`src/hdl/wruv_sqrt.sv`:
```
// wruv_sqrt: pipelined square root rounded up, one root bit per stage, side data alongside
// depends on nothing but the clock; used by water_refraction_uv_offset
`default_nettype none
module wruv_sqrt #(
  parameter int S_W    = 42,
  parameter int SIDE_W = 1
) (
  input  wire logic              clk,
  input  wire logic              rst,
  input  wire logic              in_valid,
  input  wire logic [S_W-1:0]    in_rad,
  input  wire logic [SIDE_W-1:0] in_side,
  output logic                   out_valid,
  output logic [S_W/2:0]         out_root,
  output logic [SIDE_W-1:0]      out_side
);

  localparam int R_W = S_W / 2;

  logic              vld  [0:R_W];
  logic [R_W:0]      rem  [0:R_W];
  logic [R_W-1:0]    root [0:R_W];
  logic [S_W-1:0]    rad  [0:R_W];
  logic [SIDE_W-1:0] side [0:R_W];

  assign vld[0]  = in_valid;
  assign rem[0]  = '0;
  assign root[0] = '0;
  assign rad[0]  = in_rad;
  assign side[0] = in_side;

  for (genvar i = 0; i < R_W; i++) begin : g_step
    logic [R_W+2:0] cur;
    logic [R_W+2:0] trial;
    logic [R_W+2:0] diff;
    logic           ge;

    assign cur   = {rem[i], rad[i][S_W-1:S_W-2]};
    assign trial = {1'b0, root[i], 2'b01};
    assign diff  = cur - trial;
    assign ge    = cur >= trial;

    always_ff @(posedge clk) begin
      if (rst) begin
        vld[i+1] <= 1'b0;
      end else begin
        vld[i+1] <= vld[i];
      end
      rem[i+1]  <= ge ? diff[R_W:0] : cur[R_W:0];
      root[i+1] <= {root[i][R_W-2:0], ge};
      rad[i+1]  <= {rad[i][S_W-3:0], 2'b00};
      side[i+1] <= side[i];
    end
  end

  // a nonzero remainder means the floor root squared falls short, so round up
  assign out_valid = vld[R_W];
  assign out_root  = {1'b0, root[R_W]} + {{R_W{1'b0}}, (rem[R_W] != '0)};
  assign out_side  = side[R_W];

endmodule
`default_nettype wire

```
`config.mk`:
```
export PLATFORM = sky130hd
export DESIGN_NAME = wruv_sqrt
export DESIGN_NICKNAME = d
export VERILOG_FILES = /design/src/hdl/wruv_sqrt.sv
export SDC_FILE = /design/constraint.sdc
export NUM_CORES = 2
export LEC_CHECK = 0
export ABC_AREA = 1
export CAP_MARGIN = 40
export CORE_MARGIN = 4
export CORE_UTILIZATION = 45
export CTS_CLUSTER_SIZE = 8
export DETAILED_ROUTE_END_ITERATION = 16
export DONT_BUFFER_PORTS = 1
export GPL_TIMING_DRIVEN = 0
export PLACE_DENSITY = 0.65
export SLEW_MARGIN = 20
export SYNTH_ARGS = -nofsm -noshare
export SYNTH_HDL_FRONTEND = slang
export SYNTH_SLANG_ARGS = --single-unit
export TNS_END_PERCENT = 100
```
`constraint.sdc`:
```
create_clock -name clk -period 3.29 [get_ports clk]
set_input_delay 0.987 -clock clk [delete_from_list [all_inputs] [get_ports clk]]
set_output_delay 0.987 -clock clk [all_outputs]
set_load 0.1 [all_outputs]
```
==> reports/summary.log <==
INFO  clock_network  clkTransAtPathRegs=0.05ns
INFO  floorplanning  i_o_pin_total=70
INFO  routing        detail_route_antenna_nets=0
INFO  placement      port-buffer-count=0
INFO  cells_and_area area_growth_syn_to_layout=14.3%
INFO  status         violated_checks=negative setup slack
INFO  synthesis      synth_area_leader_cell=sky130_fd_sc_hd__dfxtp_1
INFO  timing         timing.final.ws_setup=-1.06ns
INFO  placement      final_gp_congestion=0.928
INFO  placement      placed_cells=8,297
INFO  power          power.leakage=30.2nW
INFO  synthesis      yosysMostFrequentCell=sky130_fd_sc_hd__nand2_1
INFO  grt            grt_start_max_net_pins=17
INFO  synthesis      post_synthesis_instance_area=49,800um2
INFO  worst_setup_path worstPathRequired=2.30ns
INFO  synthesis      syn-num-nets=7,112
INFO  grt            via_count_of_the_first_global_routing_pass=39,300
INFO  timing         worst_margin_pin_slew=0.753ns
INFO  floorplanning  die_w=341um
INFO  cells_and_area num-fill-cells=10,500
INFO  cells_and_area final_core_util=52.1%
INFO  clock_network  cts_hold_buf=0
INFO  synthesis      number_of_warnings_reported_in_the_yosys_synthesis_log=0
INFO  timing         number_of_hold_violations_in_the_final_report=0
INFO  timing         fin_crit_sh=132%
INFO  worst_setup_path slowest_stage=sky130_fd_sc_hd__xor2_4
INFO  clock_network  cts-root-buf=sky130_fd_sc_hd__clkbuf_16
INFO  timing         finalSetupViolCount=22
INFO  worst_setup_path timing.critical_path.to_type=primary output
INFO  worst_setup_path crit_family=simple AND/OR/NAND/NOR gates
INFO  routing        drtPass1Iterations=6
INFO  synthesis      ys_types=56
INFO  clock_network  cts_made_buffers=160
INFO  synthesis      synth_enable_flop_cells=0
INFO  worst_setup_path setup.worst_path.start_class=register
INFO  timing         fin_worst_hold_slack=0.256ns
INFO  timing         slew_headroom=49.3%
INFO  placement      dp.final_hpwl=96.9mm
INFO  cells_and_area drive_above_1_share=7.37%
INFO  power          vdd.ir_drop.worst=556uV
INFO  timing         timing.final.max_slew_violations=0
INFO  worst_setup_path worstSetupPathType=register to primary output
INFO  cells_and_area register_area=22,600um2
INFO  synthesis      postSynthCellCount=6,809
INFO  timing         setup_total_negative_slack=-16.77ns
INFO  worst_setup_path timing.critical_path.buf_inv=0
INFO  timing         fin_skew=0.0511ns
INFO  clock_network  clkLatencyLatePin=0.76ns
INFO  clock_network  htreeDepth=4
INFO  job            maxCapViolations=0
INFO  floorplanning  die-area=116,000um2
INFO  worst_setup_path crit_path_cell_trace=nor4_2 > nand4_1 > nand3b_1 > ha_4 > ha_4 > nand3_4 > nor3_4 > nand2_2 > nor2_4 > nand4_1 > xor2_4
INFO  floorplanning  initial_core_util=45.5%
INFO  worst_setup_path worstPathArrival=3.37ns
INFO  floorplanning  floorplan.rows=121
INFO  cells_and_area final_nets=7,298
INFO  routing        finalWirelength=123mm
INFO  worst_setup_path critPathMaxFanout=3
INFO  routing        drt-wirelength-per-cell=14.5um
INFO  cells_and_area post_layout_nonfiller_instances=8,496
INFO  power          power.density=849nW/um2
INFO  synthesis      synth.area.top_cells=sky130_fd_sc_hd__dfxtp_1 (45%), sky130_fd_sc_hd__nand2_1 (17%), sky130_fd_sc_hd__inv_1 (8.4%)
INFO  grt            globalRouteTotalUtil=21.1%
INFO  floorplanning  die_y=341um
INFO  cells_and_area multi_input_comb_area=22,900um2
INFO  clock_network  tritoncts=yes
INFO  synthesis      prevailing_post_synth_register_cell=sky130_fd_sc_hd__dfxtp_1
INFO  status         outcome=finished with violations
INFO  timing         period_minus_slack=4.35ns
INFO  routing        drt_first_iter_violations=2,946
INFO  routing        detail_route.drc_violations=0
INFO  synthesis      number_of_register_bits_inferred_by_synthesis=1,127
INFO  clock_network  numClockSinks=1,127
INFO  routing        post_drt_via_cell_ratio=4.82
INFO  grt            overflow=0
INFO  synthesis      synth_sequential_area_ratio=45.3%
INFO  grt            grt_antenna_before_repair=1
INFO  synthesis      synth.top_cells.by_count=sky130_fd_sc_hd__nand2_1 (2,216), sky130_fd_sc_hd__dfxtp_1 (1,127), sky130_fd_sc_hd__inv_1 (1,111)
INFO  routing        detailroute.via_count=40,900
INFO  synthesis      avgSynthCellArea=7.32um2
INFO  synthesis      async_flop_share=0%
INFO  floorplanning  core_ar=109,000um2
INFO  worst_setup_path slowest_delay=0.60ns
INFO  grt            grt_first_pass_wirelength=199mm
INFO  clock_network  maximum_buffer_depth_of_the_clock_tree=3
INFO  worst_hold_path timing.hold.worst.class=primary input to register
INFO  timing         setup_repair_after_global_routing_missed_its_margin=true
INFO  timing         achievable_clock_frequency=230MHz
INFO  synthesis      netlist.area_leader.share=45.3%
-- logic make-up after synthesis --
kind of cell    synth area share, %
xor+xnor                       3.29
buf+inv                        9.66
compound gates                 5.08
other cells                 0.00752
simple gates                   30.3
flops                          45.3
fa+ha+maj                      6.45
-- area by class of cell --
cell class / count / area share [%]
inverter: 1159 / 7.67
buffer: 55 / 0.791
multi-input combinational: 4468 / 40.2
timing repair buffer: 24 / 0.608
clock buffer: 170 / 7.16
clock inverter: 16 / 0.705
tap: 1476 / 3.24
sequential: 1127 / 39.6
antenna: 1 / 0.00439
-- worst paths after layout --
check | start | end | slack (ns) | depth (start not counted)
worst min-delay path | in_rad[39] | g_step[1].cur[1]$_DFF_P_ | 0.26 | 0
worst max register to register | g_step[11].trial[6]$_DFF_P_ | g_step[12].cur[16]$_DFF_P_ | 0.96 | 11
worst min register to register | rad[842]$_DFF_P_ | rad[802]$_DFF_P_ | 0.30 | 0
worst max-delay path | rem[1]$_DFF_P_ | out_root[18] | -1.06 | 11
-- per-stage QoR --
| step | worst slack (ns) | total power, mW | instance area, um2 |
|---|---|---|---|
| floorplan | -0.450 | 29.1 | 50100 |
| global placement | -1.32 | 32.7 | 51900 |
| detailed placement | -1.14 | 33.3 | 52100 |
| CTS | -1.18 | 48.7 | 56900 |
| global route | -1.24 | 51.5 | 57000 |
| finish | -1.06 | 48.4 | 57000 |
-- cell usage in the layout, fill, tap and decap left out, types with 11 or more instances in the layout --
cell type                      n
sky130_fd_sc_hd__xor2_1      117
sky130_fd_sc_hd__xor2_4       13
sky130_fd_sc_hd__o21ai_0      86
sky130_fd_sc_hd__inv_1      1110
sky130_fd_sc_hd__o21ai_2      13
sky130_fd_sc_hd__dfxtp_1    1123
sky130_fd_sc_hd__ha_1        255
sky130_fd_sc_hd__o21bai_1     14
sky130_fd_sc_hd__nand4_1     104
sky130_fd_sc_hd__nor2_2       32
sky130_fd_sc_hd__buf_2        11
sky130_fd_sc_hd__a21oi_1     223
sky130_fd_sc_hd__nor3_1       40
sky130_fd_sc_hd__or2_2        21
sky130_fd_sc_hd__buf_6        20
sky130_fd_sc_hd__nand2_1    2210
sky130_fd_sc_hd__nand3b_1     73
sky130_fd_sc_hd__o21ai_1      75
sky130_fd_sc_hd__inv_2        40
sky130_fd_sc_hd__nand2_4      11
sky130_fd_sc_hd__nor2_1      593
sky130_fd_sc_hd__a21oi_2      35
sky130_fd_sc_hd__buf_4        28
sky130_fd_sc_hd__clkbuf_16   160
sky130_fd_sc_hd__nand3_1     370
sky130_fd_sc_hd__xnor2_1      52
sky130_fd_sc_hd__nand2_2      38
sky130_fd_sc_hd__nand3_2      11
-- registers in the layout, summed over array words and instances (netlist names) --
signal,count
rem,22
root,21
vld,20
g_step.trial,210
rad,380
out_side,1
g_step.cur,452
side,20
out_valid,1
-- metal layers --
| metal | vias up | track usage (%) | wire length, um |
|---|---|---|---|
| met5 | - | 0 | 0 |
| met4 | 0 | 6.97 | 3440 |
| met3 | 249 | 3.46 | 6450 |
| met2 | 1008 | 36.2 | 57800 |
| met1 | 18400 | 27.0 | 55200 |
| li1 | 21200 | - | - |
-- report_power, final --
group          internal, mW  switching [mW]  total, mW  leakage, nW
Clock                  8.78            5.79       14.6         2.17
Combinational          5.20            10.4       15.6         18.6
Sequential             16.2            2.02       18.3         9.43
-- timing repair --
action	4_1_cts	5_1_grt
buffers inserted	7	7
endpoints found under the setup margin	22	22
pin swaps	15	14
resized for setup	40	13
(Power assumes the default switching activity.)
