File: src/hdl/wruv_div.sv
// wruv_div: pipelined restoring divider, one quotient bit per stage, side data alongside
// depends on nothing but the clock; used by water_refraction_uv_offset
`default_nettype none
module wruv_div #(
  parameter int DEN_W  = 32,
  parameter int Q_W    = 16,
  parameter int SIDE_W = 1
) (
  input  wire logic              clk,
  input  wire logic              rst,
  input  wire logic              in_valid,
  input  wire logic [DEN_W-1:0]  in_hi,
  input  wire logic [Q_W-1:0]    in_lo,
  input  wire logic [DEN_W-1:0]  in_den,
  input  wire logic [SIDE_W-1:0] in_side,
  output logic                   out_valid,
  output logic [Q_W-1:0]         out_quo,
  output logic [SIDE_W-1:0]      out_side
);

  logic              vld  [0:Q_W];
  logic [DEN_W-1:0]  rem  [0:Q_W];
  logic [DEN_W-1:0]  den  [0:Q_W];
  logic [Q_W-1:0]    lo   [0:Q_W];
  logic [Q_W-1:0]    quo  [0:Q_W];
  logic [SIDE_W-1:0] side [0:Q_W];

  // in_hi must be below in_den
  assign vld[0]  = in_valid;
  assign rem[0]  = in_hi;
  assign den[0]  = in_den;
  assign lo[0]   = in_lo;
  assign quo[0]  = '0;
  assign side[0] = in_side;

  for (genvar i = 0; i < Q_W; i++) begin : g_step
    logic [DEN_W:0] trial;
    logic [DEN_W:0] diff;
    logic           ge;

    assign trial = {rem[i], lo[i][Q_W-1]};
    assign diff  = trial - {1'b0, den[i]};
    assign ge    = trial >= {1'b0, den[i]};

    always_ff @(posedge clk) begin
      if (rst) begin
        vld[i+1] <= 1'b0;
      end else begin
        vld[i+1] <= vld[i];
      end
      rem[i+1]  <= ge ? diff[DEN_W-1:0] : trial[DEN_W-1:0];
      den[i+1]  <= den[i];
      lo[i+1]   <= {lo[i][Q_W-2:0], 1'b0};
      quo[i+1]  <= {quo[i][Q_W-2:0], ge};
      side[i+1] <= side[i];
    end
  end

  assign out_valid = vld[Q_W];
  assign out_quo   = quo[Q_W];
  assign out_side  = side[Q_W];

endmodule
`default_nettype wire

File: config.mk
export PLATFORM = sky130hd
export DESIGN_NAME = wruv_div
export DESIGN_NICKNAME = d
export VERILOG_FILES = /design/src/hdl/wruv_div.sv
export SDC_FILE = /design/constraint.sdc
export NUM_CORES = 2
export LEC_CHECK = 0
export BUFFER_PORTS_ARGS = -buffer_cell sky130_fd_sc_hd__buf_2
export CORE_MARGIN = 2
export CORE_UTILIZATION = 30
export DETAILED_ROUTE_END_ITERATION = 8
export PLACE_DENSITY = 0.44
export SYNTH_ARGS = -nofsm -noshare
export SYNTH_HDL_FRONTEND = slang
export SYNTH_SLANG_ARGS = --single-unit
File: constraint.sdc
create_clock -name clk -period 3.2 [get_ports clk]
set_input_delay 0.32 -clock clk [delete_from_list [all_inputs] [get_ports clk]]
set_output_delay 0.32 -clock clk [all_outputs]
set_load 0.05 [all_outputs]
==> reports/qor.tcl <==
set qor(dp.final_hpwl_microns) 131000
set qor(power.combinational.fraction) 0.558
set qor(post_drt_via_cell_ratio) 4.63
set qor(crit_path_max_fanout) 7
set qor(final-setup-viol-count) 16
set qor(io_pins) 102
set qor(clock-skew-final_ps) 50.0
set qor(drt_wl_total_microns) 170000
set qor(postLayoutSetupSlackWorst_ps) -39.8
set qor(postSynthNetCount) 6747
set qor(fin_nets) 7980
set qor(antenna_found_initial) 3
set qor(wire_per_inst_microns) 17.0
set qor(all_layer_gr_usage) 0.167
set qor(p_switching_mw) 34.5
set qor(detail-route-antenna-nets) 0
set qor(placeable_core_area_sq_um) 193000
set qor(tritoncts) {yes}
set qor(grt_remaining_overflow) 0
set qor(initialDrtViolationCount) 1840
set qor(startpoint_type) {flop}
set qor(clock_latency_ps) 810
set qor(ir_worst_vdd_uv) 645
set qor(period_needed_ps) 3240
set qor(synthMostInstantiatedCell) {sky130_fd_sc_hd__dfxtp_1}
set qor(yosys_most_used_dff) {sky130_fd_sc_hd__dfxtp_1}
set qor(cell_area_after_synthesis_sq_um) 58200
set qor(postSynthRegisterBits) 1248
set qor(drive_gt1_frac) 0.280
set qor(final.fill_count) 19000
set qor(grt_max_degree) 41
set qor(synthDistinctLibCells) 103
set qor(grt_setup_unrepaired) {true}
set qor(failed_checks) {setup timing}
set qor(die_width_microns) 444
set qor(synthArstFlopShare) 0
set qor(clockRootBuffer) {sky130_fd_sc_hd__clkbuf_16}
set qor(crit_required_ps) 3890
set qor(total_leakage_power_nw) 37.0
set qor(hold_viol) 0
set qor(power.internal_mw) 57.1
set qor(path_clk_slew_ps) 60
set qor(max_capacitance_violation_count) 0
set qor(synth.avg_cell_area_sq_um) 9.48
set qor(vias_in_the_first_global_route) 49200
set qor(initial_core_util) 0.302
set qor(synth.cells.most_frequent) {sky130_fd_sc_hd__dfxtp_1, sky130_fd_sc_hd__inv_1, sky130_fd_sc_hd__ha_1, sky130_fd_sc_hd__nand2_1, sky130_fd_sc_hd__a21oi_1}
set qor(chipHeight_microns) 444
set qor(synth.yosys.warnings) 0
set qor(wire_length_of_the_first_global_routing_pass_microns) 260000
set qor(power.density_cell_area_nw_per_um2) 1160
set qor(row_count) 161
set qor(power_frac_seq) 0.248
set qor(max-slew-margin-rel) 0.591
set qor(netSwitchingFraction) 0.376
set qor(cell_depth_of_the_worst_min_delay_path) 2
set qor(synth.yosys.seq_area_share) 0.429
set qor(numPortBuffers) 101
set qor(max_clock_freq_mhz) 309
set qor(layout_worst_path_cycle_share) 1.01
set qor(data_arrival_time_of_the_critical_path_ps) 3930
set qor(detail_route.first_pass.iterations) 5
set qor(hp-class) {input port to flop}
set qor(gpl.final_weighted_congestion) 0.934
set qor(clkPwrFrac) 0.194
set qor(number_of_buffers_on_the_longest_clock_path) 3
set qor(report.power.total_mw) 91.6
set qor(post-route-drc-count) 0
set qor(synth_area_leader_cell) {sky130_fd_sc_hd__dfxtp_1}
set qor(worst_pin_slew_ps) 613
set qor(syn2layout_area_growth_pct) 35.3
set qor(critical_path_start_end_classification) {flop to flop}
set qor(die_area_sq_um) 197000
set qor(run_status) {finished with violations}
set qor(cts_htree_levels) 4
set qor(synth_enable_flop_cells) 0
set qor(cts_sinks) 1248
set qor(worst_r2r_path_cells) 15
set qor(yosysTopAreaCellShare) 0.429
set qor(post_synth_main_area_contributors) {sky130_fd_sc_hd__dfxtp_1, sky130_fd_sc_hd__ha_1, sky130_fd_sc_hd__inv_1}
set qor(cts_made_buffers) 152
set qor(timing_max_transition_violations_final) 0
set qor(finalCoreUtilization) 0.409
set qor(postSynthCellCount) 6136
set qor(num_vias) 46500
set qor(critPathCaptureType) {flop}
==> cells by family (layout without fill, tap and decap cells) <==
kind of cell | count (synthesis) | in the layout | share of synthesized area
xor gates and xnor gates | 396 | 396 | 0.0596
adders and majority gates | 527 | 527 | 0.115
and+or+nand+nor | 1284 | 1284 | 0.106
buffers and inverters | 798 | 2155 | 0.0556
other | 0 | 15 | 0
AOI/OAI and AO/OA | 1601 | 1601 | 0.177
muxes | 282 | 282 | 0.0569
DFF | 1248 | 1248 | 0.429
==> layout make-up <==
class,count,area [sq um],share of cell area
clock buffers,205,4250,0.0540
flip-flops and latches,1248,25100,0.318
diodes,15,37.5,0.000477
multi-input cells,4090,32400,0.412
well taps,2526,3160,0.0402
repair buffers,1246,10300,0.131
clock inverters,73,1010,0.0129
repair inverters,2,25.0,0.000318
inverters,629,2390,0.0304
==> stage by stage <==
step	setup slack (ps)	cell area, sq um	std cells	hold WS, ps	setup TNS, ps
after floorplan	91.6	58200	6136	310	0
after global placement	-523	68600	9549	310	-75310
after detailed placement	-495	68600	9549	312	-76610
after CTS	-169	76700	9966	56.4	-8060
after global routing	-155	78700	10000	90.2	-8640
final	-39.8	78700	10000	139	-178
==> layout by cell type (no fill, tap or decap), types with 53 or more instances in the layout <==
master / synthesis / routed
sky130_fd_sc_hd__buf_2: 33 / 101
sky130_fd_sc_hd__a21oi_1: 422 / 376
sky130_fd_sc_hd__mux2_2: 171 / 108
sky130_fd_sc_hd__nor2b_1: 87 / 72
sky130_fd_sc_hd__dfxtp_1: 1248 / 1190
sky130_fd_sc_hd__nand2b_1: 57 / 55
sky130_fd_sc_hd__ha_1: 512 / 462
sky130_fd_sc_hd__mux2_4: 45 / 145
sky130_fd_sc_hd__nand2_1: 453 / 450
sky130_fd_sc_hd__clkbuf_16: 0 / 162
sky130_fd_sc_hd__o21ai_0: 387 / 338
sky130_fd_sc_hd__a31oi_1: 59 / 53
sky130_fd_sc_hd__dfxtp_2: 0 / 57
sky130_fd_sc_hd__nand3_1: 103 / 94
sky130_fd_sc_hd__nor3_1: 60 / 57
sky130_fd_sc_hd__buf_4: 26 / 967
sky130_fd_sc_hd__inv_1: 628 / 600
sky130_fd_sc_hd__a21o_1: 275 / 275
sky130_fd_sc_hd__and3_1: 58 / 55
sky130_fd_sc_hd__xor2_1: 161 / 161
sky130_fd_sc_hd__nand4_1: 81 / 81
sky130_fd_sc_hd__dlygate4sd3_1: 0 / 84
sky130_fd_sc_hd__o21a_1: 73 / 72
sky130_fd_sc_hd__nor2_1: 257 / 239
sky130_fd_sc_hd__xnor2_1: 235 / 235
==> worst paths after layout <==
check,from,to,slack (ps)
setup / recovery,den[274]$_DFF_P_,g_step[9].trial[5]$_DFF_P_,-40
hold / removal,in_lo[6],lo[247]$_DFF_P_,140
setup reg to reg,den[274]$_DFF_P_,g_step[9].trial[5]$_DFF_P_,-40
hold reg to reg,lo[222]$_DFF_P_,g_step[4].trial[0]$_DFF_P_,310
==> power groups by stage <==
stage               registers, mW  logic (mW)  clock network [mW]
global placement             23.0        44.3                   0
detailed placement           23.0        44.5                   0
CTS                          22.7        49.0                18.4
floorplan                    21.9        29.3                   0
global route                 23.2        55.9                19.1
finish                       22.7        51.1                17.7
==> repair_timing <==
item | in CTS | in global routing
hold endpoints to repair | 97 | 0
hold buffers | 84 | 0
pin swaps | 85 | 158
endpoints found under the setup margin | 374 | 458
cloned | 19 | 12
buffers inserted | 39 | 57
resized for setup | 282 | 387
==> worst max-delay path, cell delays in order, from the launching register on <==
cell and delay [ps]:
sky130_fd_sc_hd__dfxtp_1 330, sky130_fd_sc_hd__inv_1 50, sky130_fd_sc_hd__ha_1 300, sky130_fd_sc_hd__a21o_1 180, sky130_fd_sc_hd__a21o_1 180, sky130_fd_sc_hd__a21oi_2 160, sky130_fd_sc_hd__and2_4 170, sky130_fd_sc_hd__buf_6 90
sky130_fd_sc_hd__nand4b_1 110, sky130_fd_sc_hd__buf_6 160, sky130_fd_sc_hd__a41oi_4 290, sky130_fd_sc_hd__nor4b_4 90, sky130_fd_sc_hd__o2111ai_2 220, sky130_fd_sc_hd__o211ai_4 240, sky130_fd_sc_hd__clkbuf_16 250, sky130_fd_sc_hd__mux2_4 290
==> state kept, by name (all words and copies together) (netlist names) <==
signal	cells
out_valid	1
g_step.trial	495
vld	15
den	480
lo	105
quo	120
out_side	1
out_quo	16
side	15
==> layer usage <==
| layer | track usage | wire [microns] | vias up |
|---|---|---|---|
| met3 | 0.0240 | 4270 | 465 |
| met2 | 0.338 | 94100 | 725 |
| li1 | - | - | 23900 |
| met4 | 0.124 | 13900 | 0 |
| met5 | 0 | 0 | - |
| met1 | 0.148 | 58200 | 21400 |
Note: power is estimated with default switching activity, not from simulation.
